===== src/hw/rtl/sept_pkg.sv =====
`timescale 1ns / 1ps
// ----------------------------------------------------------------------------
// sept_pkg: shared types and constants of the sorted envelope point table
// Word layouts for command and response, the stored point, action and status
// codes, and the request that drives the marker fixup unit.
// ----------------------------------------------------------------------------
package sept_pkg;

	localparam int MAX_POINTS = 32;
	localparam int IDX_W      = $clog2(MAX_POINTS);
	localparam int CNT_W      = $clog2(MAX_POINTS + 1);

	// Fill count of a full table, and the marker code for "no point"
	localparam logic [CNT_W-1:0] MAX_CNT   = CNT_W'(MAX_POINTS);
	localparam logic [CNT_W-1:0] MARK_NONE = CNT_W'(MAX_POINTS);

	// Action codes
	localparam logic [1:0] ACT_INSERT = 2'd0;
	localparam logic [1:0] ACT_DELETE = 2'd1;
	localparam logic [1:0] ACT_MOVE   = 2'd2;
	localparam logic [1:0] ACT_MARKER = 2'd3;

	// Status codes
	localparam logic [1:0] ST_OK    = 2'd0;
	localparam logic [1:0] ST_RANGE = 2'd1;
	localparam logic [1:0] ST_FULL  = 2'd2;

	typedef struct packed {
		logic [1:0]  action;
		logic [4:0]  point_index;
		logic [15:0] point_time;
		logic [15:0] point_level;
		logic [1:0]  marker_select;
		logic [5:0]  marker_position;
	} cmd_t;

	typedef struct packed {
		logic [4:0] result_index;
		logic [1:0] status;
		logic [5:0] points_held;
		logic [5:0] sustain_first;
		logic [5:0] sustain_last;
		logic [5:0] loop_first;
		logic [5:0] loop_last;
	} rsp_t;

	typedef struct packed {
		logic [15:0] tick;
		logic [15:0] level;
	} point_t;

	// Marker fixup operations
	typedef enum logic [2:0] {
		MOP_INSERT,
		MOP_DELETE,
		MOP_BACK,
		MOP_FWD,
		MOP_SET
	} mark_op_t;

	typedef struct packed {
		logic             valid;
		mark_op_t         op;
		logic [CNT_W-1:0] old_idx;
		logic [CNT_W-1:0] new_idx;
		logic [1:0]       sel;
		logic [CNT_W-1:0] pos;
	} mark_req_t;

endpackage


===== src/hw/rtl/sept_store.sv =====
`timescale 1ns / 1ps
// ----------------------------------------------------------------------------
// sept_store: point memory
// One write port and one read port with registered read data. Holds the
// (time, level) pairs of the table in index order.
// ----------------------------------------------------------------------------
module sept_store
	import sept_pkg::*;
(
	input  logic             clk,
	input  logic             wr_en,
	input  logic [IDX_W-1:0] wr_addr,
	input  point_t           wr_data,
	input  logic [IDX_W-1:0] rd_addr,
	output point_t           rd_data
);

	point_t mem_q [MAX_POINTS];

	// write one entry
	always_ff @(posedge clk) begin
		if (wr_en) begin
			mem_q[wr_addr] <= wr_data;
		end
	end

	// register the read word
	always_ff @(posedge clk) begin
		rd_data <= mem_q[rd_addr];
	end

endmodule


===== src/hw/rtl/sept_marks.sv =====
`timescale 1ns / 1ps
// ----------------------------------------------------------------------------
// sept_marks: marker registers and fixup
// Holds sustain begin/end and loop start/end, and shifts or clears them after
// an insert, delete or move so that they keep naming the same points, and set one on a marker set.
// ----------------------------------------------------------------------------
module sept_marks
	import sept_pkg::*;
(
	input  logic                       clk,
	input  logic                       arst_n,
	input  mark_req_t                  req,
	output logic [3:0][CNT_W-1:0]      marks
);

	logic [3:0][CNT_W-1:0] marks_q;
	logic [3:0][CNT_W-1:0] marks_d;
	logic [1:0]            pair_hit;

	// a delete that hits either end of a pair clears the whole pair
	always_comb begin
		for (int p = 0; p < 2; p++) begin
			pair_hit[p] = (marks_q[2*p] == req.old_idx) || (marks_q[2*p+1] == req.old_idx);
		end
	end

	// work out the adjusted markers
	always_comb begin
		marks_d = marks_q;
		if (req.valid) begin
			unique case (req.op)
				MOP_INSERT: begin
					for (int m = 0; m < 4; m++) begin
						if (marks_q[m] != MARK_NONE && marks_q[m] >= req.new_idx) begin
							marks_d[m] = marks_q[m] + CNT_W'(1);
						end
					end
				end
				MOP_DELETE: begin
					for (int m = 0; m < 4; m++) begin
						if (pair_hit[m/2]) begin
							marks_d[m] = MARK_NONE;
						end else if (marks_q[m] != MARK_NONE && marks_q[m] > req.old_idx) begin
							marks_d[m] = marks_q[m] - CNT_W'(1);
						end
					end
				end
				MOP_BACK: begin
					for (int m = 0; m < 4; m++) begin
						if (marks_q[m] != MARK_NONE && marks_q[m] >= req.new_idx
								&& marks_q[m] < req.old_idx) begin
							marks_d[m] = marks_q[m] + CNT_W'(1);
						end
					end
				end
				MOP_FWD: begin
					for (int m = 0; m < 4; m++) begin
						if (marks_q[m] != MARK_NONE && marks_q[m] > req.old_idx
								&& marks_q[m] <= req.new_idx) begin
							marks_d[m] = marks_q[m] - CNT_W'(1);
						end
					end
				end
				MOP_SET: begin
					marks_d[req.sel] = req.pos;
				end
				default: begin
					marks_d = marks_q;
				end
			endcase
		end
	end

	// hold the markers
	always_ff @(posedge clk or negedge arst_n) begin
		if (!arst_n) begin
			marks_q <= {4{MARK_NONE}};
		end else begin
			marks_q <= marks_d;
		end
	end

	assign marks = marks_q;

	// a marker is either none or names a table slot
	a_mark_range: assert property (@(posedge clk) disable iff (!arst_n)
		(marks_q[0] <= MARK_NONE) && (marks_q[1] <= MARK_NONE)
		&& (marks_q[2] <= MARK_NONE) && (marks_q[3] <= MARK_NONE))
		else $error("marker beyond table");

endmodule


===== src/hw/rtl/sorted_envelope_point_table.sv =====
`timescale 1ns / 1ps
// ----------------------------------------------------------------------------
// sorted_envelope_point_table: time-sorted envelope point table with markers
// Insert, delete, move and marker-set commands on a table of up to 32 points.
// ----------------------------------------------------------------------------
// A command word is taken when start is high and busy is low; busy then stays
// high until the command's response is ready. One compare-and-shift unit walks
// the point memory one entry per cycle for an insert, delete or move, shifting
// at most 31 entries; a move first checks its neighbors. The response word is
// on rsp for the single cycle that done is high and must be taken then; busy is
// already low in that cycle, so the next command can be started while the
// response is shown.
// ----------------------------------------------------------------------------
module sorted_envelope_point_table
	import sept_pkg::*;
(
	input  logic clk,
	input  logic arst_n,
	input  logic start,
	output logic busy,
	input  cmd_t cmd,
	output logic done,
	output rsp_t rsp
);

	typedef enum logic [2:0] {
		S_IDLE,
		S_PREP,
		S_CHK_PREV,
		S_CHK_NEXT,
		S_WALK_DN,
		S_WALK_UP,
		S_FIX,
		S_RESP
	} state_t;

	state_t                state_q;
	cmd_t                  cmd_q;
	logic [IDX_W-1:0]      j_q;
	logic [CNT_W-1:0]      fill_q;
	logic [1:0]            status_q;
	logic                  up_q;
	logic                  done_q;
	rsp_t                  rsp_q;

	logic                  wr_en;
	logic [IDX_W-1:0]      wr_addr;
	point_t                wr_data;
	logic [IDX_W-1:0]      rd_addr;
	point_t                rd_pt;
	point_t                new_pt;
	logic [CNT_W-1:0]      j_ext;
	logic [CNT_W-1:0]      j_nxt_ext;
	logic                  is_move;
	logic                  is_del;
	logic                  dn_cont;
	logic                  up_cont;
	logic                  back_go;
	logic                  fwd_go;
	logic                  cmd_ok;
	mark_req_t             mreq;
	logic [3:0][CNT_W-1:0] marks;

	sept_store u_store (
		.clk     (clk),
		.wr_en   (wr_en),
		.wr_addr (wr_addr),
		.wr_data (wr_data),
		.rd_addr (rd_addr),
		.rd_data (rd_pt)
	);

	sept_marks u_marks (
		.clk    (clk),
		.arst_n (arst_n),
		.req    (mreq),
		.marks  (marks)
	);

	// compare unit: decisions on the word read last cycle
	assign new_pt    = '{tick: cmd_q.point_time, level: cmd_q.point_level};
	assign j_ext     = {1'b0, j_q};
	assign j_nxt_ext = j_ext + CNT_W'(1);
	assign is_move   = (cmd_q.action == ACT_MOVE);
	assign is_del    = (cmd_q.action == ACT_DELETE);
	assign dn_cont   = (j_q != '0) && ((rd_pt.tick > cmd_q.point_time)
		|| (is_move && rd_pt.tick == cmd_q.point_time));
	assign up_cont   = (j_nxt_ext < fill_q) && (is_del || rd_pt.tick <= cmd_q.point_time);
	assign back_go   = (j_q != '0) && (rd_pt.tick > cmd_q.point_time);
	assign fwd_go    = (j_nxt_ext < fill_q) && (rd_pt.tick < cmd_q.point_time);
	assign cmd_ok    = (status_q == ST_OK);

	// memory addressing: read one entry ahead of the slot being written
	always_comb begin
		wr_en   = 1'b0;
		wr_addr = j_q;
		wr_data = new_pt;
		rd_addr = j_q - IDX_W'(1);
		unique case (state_q)
			S_PREP: begin
				unique case (cmd_q.action)
					ACT_DELETE: rd_addr = j_q + IDX_W'(1);
					ACT_INSERT,
					ACT_MOVE:   rd_addr = j_q - IDX_W'(1);
					default:    rd_addr = j_q;
				endcase
			end
			S_CHK_PREV: begin
				rd_addr = back_go ? (j_q - IDX_W'(1)) : (j_q + IDX_W'(1));
			end
			S_CHK_NEXT: begin
				rd_addr = j_q + IDX_W'(1);
				wr_en   = !fwd_go;
			end
			S_WALK_DN: begin
				rd_addr = j_q - IDX_W'(2);
				wr_en   = 1'b1;
				wr_data = dn_cont ? rd_pt : new_pt;
			end
			S_WALK_UP: begin
				rd_addr = j_q + IDX_W'(2);
				wr_en   = up_cont || !is_del;
				wr_data = up_cont ? rd_pt : new_pt;
			end
			default: begin
				wr_en = 1'b0;
			end
		endcase
	end

	// marker fixup request, issued once at the end of an accepted command
	always_comb begin
		mreq.valid   = (state_q == S_FIX);
		mreq.old_idx = {1'b0, cmd_q.point_index};
		mreq.new_idx = j_ext;
		mreq.sel     = cmd_q.marker_select;
		mreq.pos     = cmd_q.marker_position;
		unique case (cmd_q.action)
			ACT_INSERT: mreq.op = MOP_INSERT;
			ACT_DELETE: mreq.op = MOP_DELETE;
			ACT_MOVE:   mreq.op = up_q ? MOP_FWD : MOP_BACK;
			default:    mreq.op = MOP_SET;
		endcase
	end

	// sequencer
	always_ff @(posedge clk or negedge arst_n) begin
		if (!arst_n) begin
			state_q  <= S_IDLE;
			cmd_q    <= '0;
			j_q      <= '0;
			fill_q   <= '0;
			status_q <= ST_OK;
			up_q     <= 1'b0;
			done_q   <= 1'b0;
			rsp_q    <= '0;
		end else begin
			done_q <= (state_q == S_RESP);
			unique case (state_q)
				S_IDLE: begin
					if (start) begin
						cmd_q <= cmd;
						up_q  <= 1'b0;
						j_q   <= (cmd.action == ACT_INSERT) ? fill_q[IDX_W-1:0]
							: cmd.point_index;
						unique case (cmd.action)
							ACT_INSERT: begin
								if (fill_q == MAX_CNT) begin
									status_q <= ST_FULL;
									state_q  <= S_RESP;
								end else begin
									status_q <= ST_OK;
									state_q  <= S_PREP;
								end
							end
							ACT_DELETE,
							ACT_MOVE: begin
								if ({1'b0, cmd.point_index} >= fill_q) begin
									status_q <= ST_RANGE;
									state_q  <= S_RESP;
								end else begin
									status_q <= ST_OK;
									state_q  <= S_PREP;
								end
							end
							default: begin
								if (cmd.marker_position == MARK_NONE
										|| cmd.marker_position < fill_q) begin
									status_q <= ST_OK;
									state_q  <= S_FIX;
								end else begin
									status_q <= ST_RANGE;
									state_q  <= S_RESP;
								end
							end
						endcase
					end
				end
				S_PREP: begin
					unique case (cmd_q.action)
						ACT_INSERT: state_q <= S_WALK_DN;
						ACT_DELETE: state_q <= S_WALK_UP;
						ACT_MOVE:   state_q <= S_CHK_PREV;
						default:    state_q <= S_FIX;
					endcase
				end
				S_CHK_PREV: begin
					state_q <= back_go ? S_WALK_DN : S_CHK_NEXT;
				end
				S_CHK_NEXT: begin
					if (fwd_go) begin
						up_q    <= 1'b1;
						state_q <= S_WALK_UP;
					end else begin
						state_q <= S_FIX;
					end
				end
				S_WALK_DN: begin
					if (dn_cont) begin
						j_q <= j_q - IDX_W'(1);
					end else begin
						state_q <= S_FIX;
					end
				end
				S_WALK_UP: begin
					if (up_cont) begin
						j_q <= j_q + IDX_W'(1);
					end else begin
						state_q <= S_FIX;
					end
				end
				S_FIX: begin
					if (cmd_q.action == ACT_INSERT) begin
						fill_q <= fill_q + CNT_W'(1);
					end else if (cmd_q.action == ACT_DELETE) begin
						fill_q <= fill_q - CNT_W'(1);
					end
					state_q <= S_RESP;
				end
				S_RESP: begin
					rsp_q.result_index  <= (cmd_ok && (cmd_q.action == ACT_INSERT || is_move))
						? j_q : '0;
					rsp_q.status        <= status_q;
					rsp_q.points_held   <= fill_q;
					rsp_q.sustain_first <= marks[0];
					rsp_q.sustain_last  <= marks[1];
					rsp_q.loop_first    <= marks[2];
					rsp_q.loop_last     <= marks[3];
					state_q             <= S_IDLE;
				end
				default: begin
					state_q <= S_IDLE;
				end
			endcase
		end
	end

	assign busy = (state_q != S_IDLE);
	assign done = done_q;
	assign rsp  = rsp_q;

	// the strobe follows the response state and nothing else
	a_done_src: assert property (@(posedge clk) disable iff (!arst_n)
		done_q |-> $past(state_q == S_RESP))
		else $error("done without response state");

	// the fill count never passes the table size
	a_fill_max: assert property (@(posedge clk) disable iff (!arst_n)
		fill_q <= MAX_CNT)
		else $error("fill count overflow");

	// the memory is written only while a command is in progress
	a_wr_busy: assert property (@(posedge clk) disable iff (!arst_n)
		wr_en |-> busy)
		else $error("memory write while idle");

	// an upward walk stays inside the filled part of the table
	a_walk_up: assert property (@(posedge clk) disable iff (!arst_n)
		(state_q == S_WALK_UP) |-> (j_ext < fill_q))
		else $error("upward walk beyond fill");

endmodule

===== config.mk =====
export PLATFORM = sky130hd
export DESIGN_NAME = sorted_envelope_point_table
export DESIGN_NICKNAME = d
export VERILOG_FILES = /design/src/hw/rtl/sept_pkg.sv /design/src/hw/rtl/sept_store.sv /design/src/hw/rtl/sept_marks.sv /design/src/hw/rtl/sorted_envelope_point_table.sv
export SDC_FILE = /design/constraint.sdc
export NUM_CORES = 1
export LEC_CHECK = 0
export ABC_AREA = 1
export BUFFER_PORTS_ARGS = -buffer_cell sky130_fd_sc_hd__buf_2
export CAP_MARGIN = 20
export CORE_UTILIZATION = 50
export CTS_CLUSTER_DIAMETER = 80
export CTS_CLUSTER_SIZE = 40
export DETAILED_ROUTE_END_ITERATION = 10
export PLACE_DENSITY = 0.68
export SLEW_MARGIN = 20
export SYNTH_ARGS = -nofsm -noshare
export SYNTH_HDL_FRONTEND = slang
export SYNTH_HIERARCHICAL = 1
export SYNTH_SLANG_ARGS = --single-unit

===== constraint.sdc =====
create_clock -name clk -period 4 [get_ports clk]
set_clock_uncertainty 0.15 [all_clocks]
set_input_delay 0 -clock clk [delete_from_list [all_inputs] [get_ports clk]]
set_output_delay 0 -clock clk [all_outputs]
set_load 0.005 [all_outputs]

==> impl_metrics.toml, run 1 <==
[clocking]
clk_latency_ns = 0.65
numCtsBuffers = 29
clk_pin_slew_ns = 0.12
cts_root_buffer = "clkbuf_16"
cts.path.max_buffers = 3
postCtsSetupBuffers = 0
clock_sinks = 638
h-tree-depth = 1
tritoncts = "built"

[drt]
drt_iter0_markers = 2216
vias = 23100
drc = 0
routed_wl_um = 81200
antenna_left = 0
wl_per_cell_um = 19.3
routed_via_density = 5.47
dr.pass1.iters = 5

[worst_setup_path]
path_delay_family = "simple AND/OR/NAND/NOR gates"
critPathSlowestCell = "dfrtp_1"
cp.arrival_ns = 4.11
end_kind = "flop"
slowest_delay_ns = 0.38
critical_path_buf_inv_count = 4
worst-path-max-fanout = 29
crit_top_cell = "nand2_1"
critPathKind = "flop to flop"
critPathLaunchType = "flop"
required_ns = 4.41
crit_chain = "inv_1, ha_1, nand2_1, nand2_1, nand3_1, nand2_1, a21oi_2, nand2_2, nand3_1, nand2_1, nand3_1, nand4_1, buf_4, inv_4, buf_4, nand3_1, nand3_1, nand2_1, nand2_1, nand2_1, nand2_1, nand2_1"

[global_routing]
antenna_found_initial = 3
grt_overflow = 0
grt_pass1_wl_um = 125000
grt_max_degree = 102
grt_pass1_vias = 22100
grt_use_total_pct = 25.4

[die]
die_h_um = 252
start_util_pct = 50.7
dieArea_sq_mm = 0.0637
pin_count = 89
core-area_sq_mm = 0.0618
die_w_um = 252
rows = 91

[power]
power_density_mw_per_mm2 = 1020
leakage_uw = 0.0146
vdd_ir_drop_max_v = 0.000991

[sta]
hold_violations = 0
fin_tns_setup_ns = 0
slew_violations = 0
period_share_pct = 92.5
final-setup-viol-count = 0
holdWs_ns = 0.0528
worst_pin_slew_ns = 0.765
fmax_mhz = 270
rsz0062_at_grt = "false"
max_slew_margin_pct = 48.8
fin_crit_ns = 3.70

[finish]
final_cells = 4220
area_delta_synth_final_pct = 11.3
final_util_pct = 56.5
layout-drive-gt1-share_pct = 10.1
nets = 3510
n_fill_cell = 5250

[logic_synthesis]
syn_inst = 3254
avgSynthCellArea_sq_um = 9.64
syn-cell-area_sq_mm = 0.0314
ys_warn_count = 6

[run_status]
status = "completed"

[placement]
gp_congestion = 0.961
io_buffers = 72
dp_cells = 4059
place_hpwl_um = 51400

[flow_run]
maxCapViolations = 0

[min_path]
min_path_type = "input port to flop"
[final cells by class]
type                       instances  area (sq um)  area share, %
clock inverter                    24           483           1.38
timing repair buffer             283          2730           7.82
inverter                         205           779           2.23
sequential                       638         18500           52.9
tap                              837          1050           3.00
clock buffer                      30           729           2.09
multi-input combinational       2200         10700           30.6
antenna                            3          7.51         0.0215
[stage by stage]
stage / setup WS [ns] / total power, uW / instance area (sq um)
3_3_place_gp: 0.151 / 30700 / 32600
6_report: 0.299 / 35800 / 34900
5_1_grt: 0.0396 / 38300 / 34900
4_1_cts: 0.171 / 35600 / 34900
3_5_place_dp: 0.203 / 31200 / 32600
2_1_floorplan: 0.0109 / 25400 / 31400
[routing by layer]
layer	share of wire [%]	global-route usage (%)	wire [um]
met2	48	42.0	38800
met5	0	0	0
met4	3.7	9.94	2980
met1	42	34.3	33800
met3	7.0	3.01	5710
[worst reg2reg max path: cells and delay by family (launching register included)]
family,cells,cell delay [ns]
AO/OA/AOI/OAI,1,0.31
flip-flops,1,0.38
adder cells (fa/ha/maj),1,0.27
AND/OR/NAND/NOR,16,1.63
buffers and inverters,4,0.89
[final timing paths]
path                                start             endpoint  slack (ns)  depth (start not counted)
worst min-delay path                start           state_q[2]        0.05                          4
worst max-delay path            cmd_q[33]  u_store/rd_data[19]        0.30                         22
max in group asynchronous          arst_n               j_q[0]        2.82                          4
worst max register to register  cmd_q[33]  u_store/rd_data[19]        0.30                         22
worst min register to register    rsp[11]              rsp[11]        0.32                          2
min in group asynchronous          arst_n     u_marks/marks[5]        0.36                          3
[report_power, final]
part,switching [uW],leakage [uW],internal (uW),total (uW)
combinational,14900,0.00786,6450,21400
clock,2460,0.000569,1640,4100
sequential,742,0.00617,9530,10300
[registers in the layout, summed over array words and instances, names as in the netlist]
name	flops
status_q	2
up_q	1
u_store/rd_data	16
state_q	3
j_q	5
u_marks/marks	24
cmd_q	31
u_store/mem_q	512
done	1
rsp	37
fill_q	6
[what timing repair did]
action | 4_1_cts | 5_1_grt
hold buffers | 104 | 0
setup endpoints to repair | 0 | 512
hold endpoints to repair | 151 | 0
resized for setup | 0 | 4
[layout by cell type, fill, tap and decap left out, drive strengths merged, types with 94 or more instances in the layout]
cell type,count
o21ai,94
buf,180
nor2,111
dfrtp,106
edfxtp,512
dlygate4sd3,103
inv,216
nand2,1219
nand3,499
ha,101
Power figures use the tool's default switching activity.
==> run 2: changes to the inputs <==
--- a/config.mk
+++ b/config.mk
@@ -9,9 +9,11 @@
 export BUFFER_PORTS_ARGS = -buffer_cell sky130_fd_sc_hd__buf_2
 export CAP_MARGIN = 20
-export CORE_UTILIZATION = 50
+export CELL_PAD_IN_SITES_DETAIL_PLACEMENT = 2
+export CELL_PAD_IN_SITES_GLOBAL_PLACEMENT = 2
+export CORE_UTILIZATION = 39
 export CTS_CLUSTER_DIAMETER = 80
 export CTS_CLUSTER_SIZE = 40
 export DETAILED_ROUTE_END_ITERATION = 10
-export PLACE_DENSITY = 0.68
+export PLACE_DENSITY_LB_ADDON = 0.1
 export SLEW_MARGIN = 20
 export SYNTH_ARGS = -nofsm -noshare
==> constraint.sdc (replaced) <==
create_clock -name clk -period 4 [get_ports clk]
set_clock_uncertainty 0.15 [all_clocks]
set_input_delay 0 -clock clk [delete_from_list [all_inputs] [get_ports clk]]
set_output_delay 0 -clock clk [all_outputs]
set_load 0.1 [all_outputs]
==> impl_metrics.toml, run 2 (same netlist as run 1, synthesis figures left out) <==
[sta]
fin_crit_ns = 3.73
hold_violations = 0
fin_tns_setup_ns = 0
rsz0062_at_grt = "false"
max_slew_margin_pct = 35.9
slew_violations = 0
worst_pin_slew_ns = 0.962
final-setup-viol-count = 0
fmax_mhz = 268
period_share_pct = 93.2

[clocking]
cts.path.max_buffers = 3
tritoncts = "built"
h-tree-depth = 2
clk_latency_ns = 0.62
clk_pin_slew_ns = 0.09
numCtsBuffers = 39
postCtsSetupBuffers = 0
clock_sinks = 638
cts_root_buffer = "clkbuf_16"

[drt]
dr.pass1.iters = 4
routed_via_density = 5.41
routed_wl_um = 105000
wl_per_cell_um = 23.7
vias = 23900
drc = 0
drt_iter0_markers = 1183
antenna_left = 0

[global_routing]
grt_max_degree = 128
antenna_found_initial = 2
grt_use_total_pct = 25.8
grt_pass1_wl_um = 160000
grt_pass1_vias = 26200
grt_overflow = 0

[placement]
place_hpwl_um = 67900
io_buffers = 72
gp_congestion = 0.848

[finish]
layout-drive-gt1-share_pct = 10.4
nets = 3483
final_common_cell = "nand2_1"
final_cell_mix = "nand2_1, edfxtp_1, nand3_1, inv_1, dfrtp_1"
area_delta_synth_final_pct = 11.9
largest_reg_flops = 512
n_fill_cell = 8414
largest_register = "u_store/mem_q"

[worst_setup_path]
worst-path-max-fanout = 41
cp.arrival_ns = 4.13
critical_path_buf_inv_count = 3
critPathLaunchType = "flop"
slowest_delay_ns = 0.54
crit_chain = "inv_1, ha_1, nand2_1, nor2_1, nand2_1, nand2_1, nand2_2, nand2_2, nand3_1, nand2_1, nand3_1, nand4_1, buf_4, buf_4, nand3_1, nand2_1, nand2_1, nand2_1, nand2_1, nand2_1"
path_delay_family = "simple AND/OR/NAND/NOR gates"
crit_top_cell = "nand2_1"
end_kind = "flop"
critPathKind = "flop to flop"
required_ns = 4.41
critPathSlowestCell = "buf_4"

[die]
pin_count = 89
die_h_um = 286
die_w_um = 286
core-area_sq_mm = 0.0793
rows = 103
dieArea_sq_mm = 0.0815
start_util_pct = 39.6

[run_status]
status = "completed"

[flow_run]
maxCapViolations = 0

[min_path]
min_path_type = "input port to flop"
-- run 2: repair_timing --
action / 4_1_cts / 5_1_grt
endpoints found under the setup margin: 0 / 101
hold buffers: 73 / 0
gates resized for setup: 0 / 1
hold endpoints to repair: 108 / 0
-- run 2: cell type report --
class	instances	area, sq um	share of cell area, %
Antenna cell	4	10.0	0.0285
Clock buffer	43	1030	2.94
Clock inverter	29	433	1.23
Inverter	205	779	2.22
Multi-Input combinational cell	2200	10700	30.4
Sequential cell	638	18500	52.6
Tap cell	1050	1310	3.74
Timing Repair Buffer	246	2410	6.86
-- run 2: stage by stage --
step	hold WS (ns)	std cells	util, %	setup WS [ns]	cell area, sq um
2_1_floorplan	-0.446	3255	-	0.0109	31400
3_3_place_gp	0.0241	4266	41.5	0.286	32900
3_5_place_dp	0.0365	4266	41.5	0.209	32900
4_1_cts	0.00358	4411	44.3	0.147	35100
5_1_grt	0.0540	4413	44.3	0.0166	35100
6_report	0.0452	4415	44.3	0.274	35100
-- run 2: per-layer routing --
layer	wire [um]	vias to the layer above	global-route usage [%]
li1	-	11000	-
met1	44600	12400	32.1
met2	54300	395	46.9
met3	2520	154	1.83
met4	3450	0	9.10
met5	0	-	0
-- run 2: worst min-delay path, stage by stage --
cell and delay [ns]:
dlygate4sd3_1 0.52, buf_2 0.14, nand2_1 0.06, o21ai_0 0.06
-- run 2: path summary, 6_finish.rpt --
check	start	end	slack [ns]	depth (start not counted)
hold / removal	cmd[46]	cmd_q[46]	0.05	4
min in group asynchronous	arst_n	u_marks/marks[17]	0.39	3
hold reg to reg	rsp[3]	rsp[3]	0.32	2
setup reg to reg	cmd_q[31]	u_store/rd_data[27]	0.27	20
max in group asynchronous	arst_n	cmd_q[35]	2.87	4
setup / recovery	cmd_q[31]	u_store/rd_data[27]	0.27	20
Power of run 2 is not shown: default switching activity piles up to over one toggle a cycle in this logic, so the estimate is an artifact.
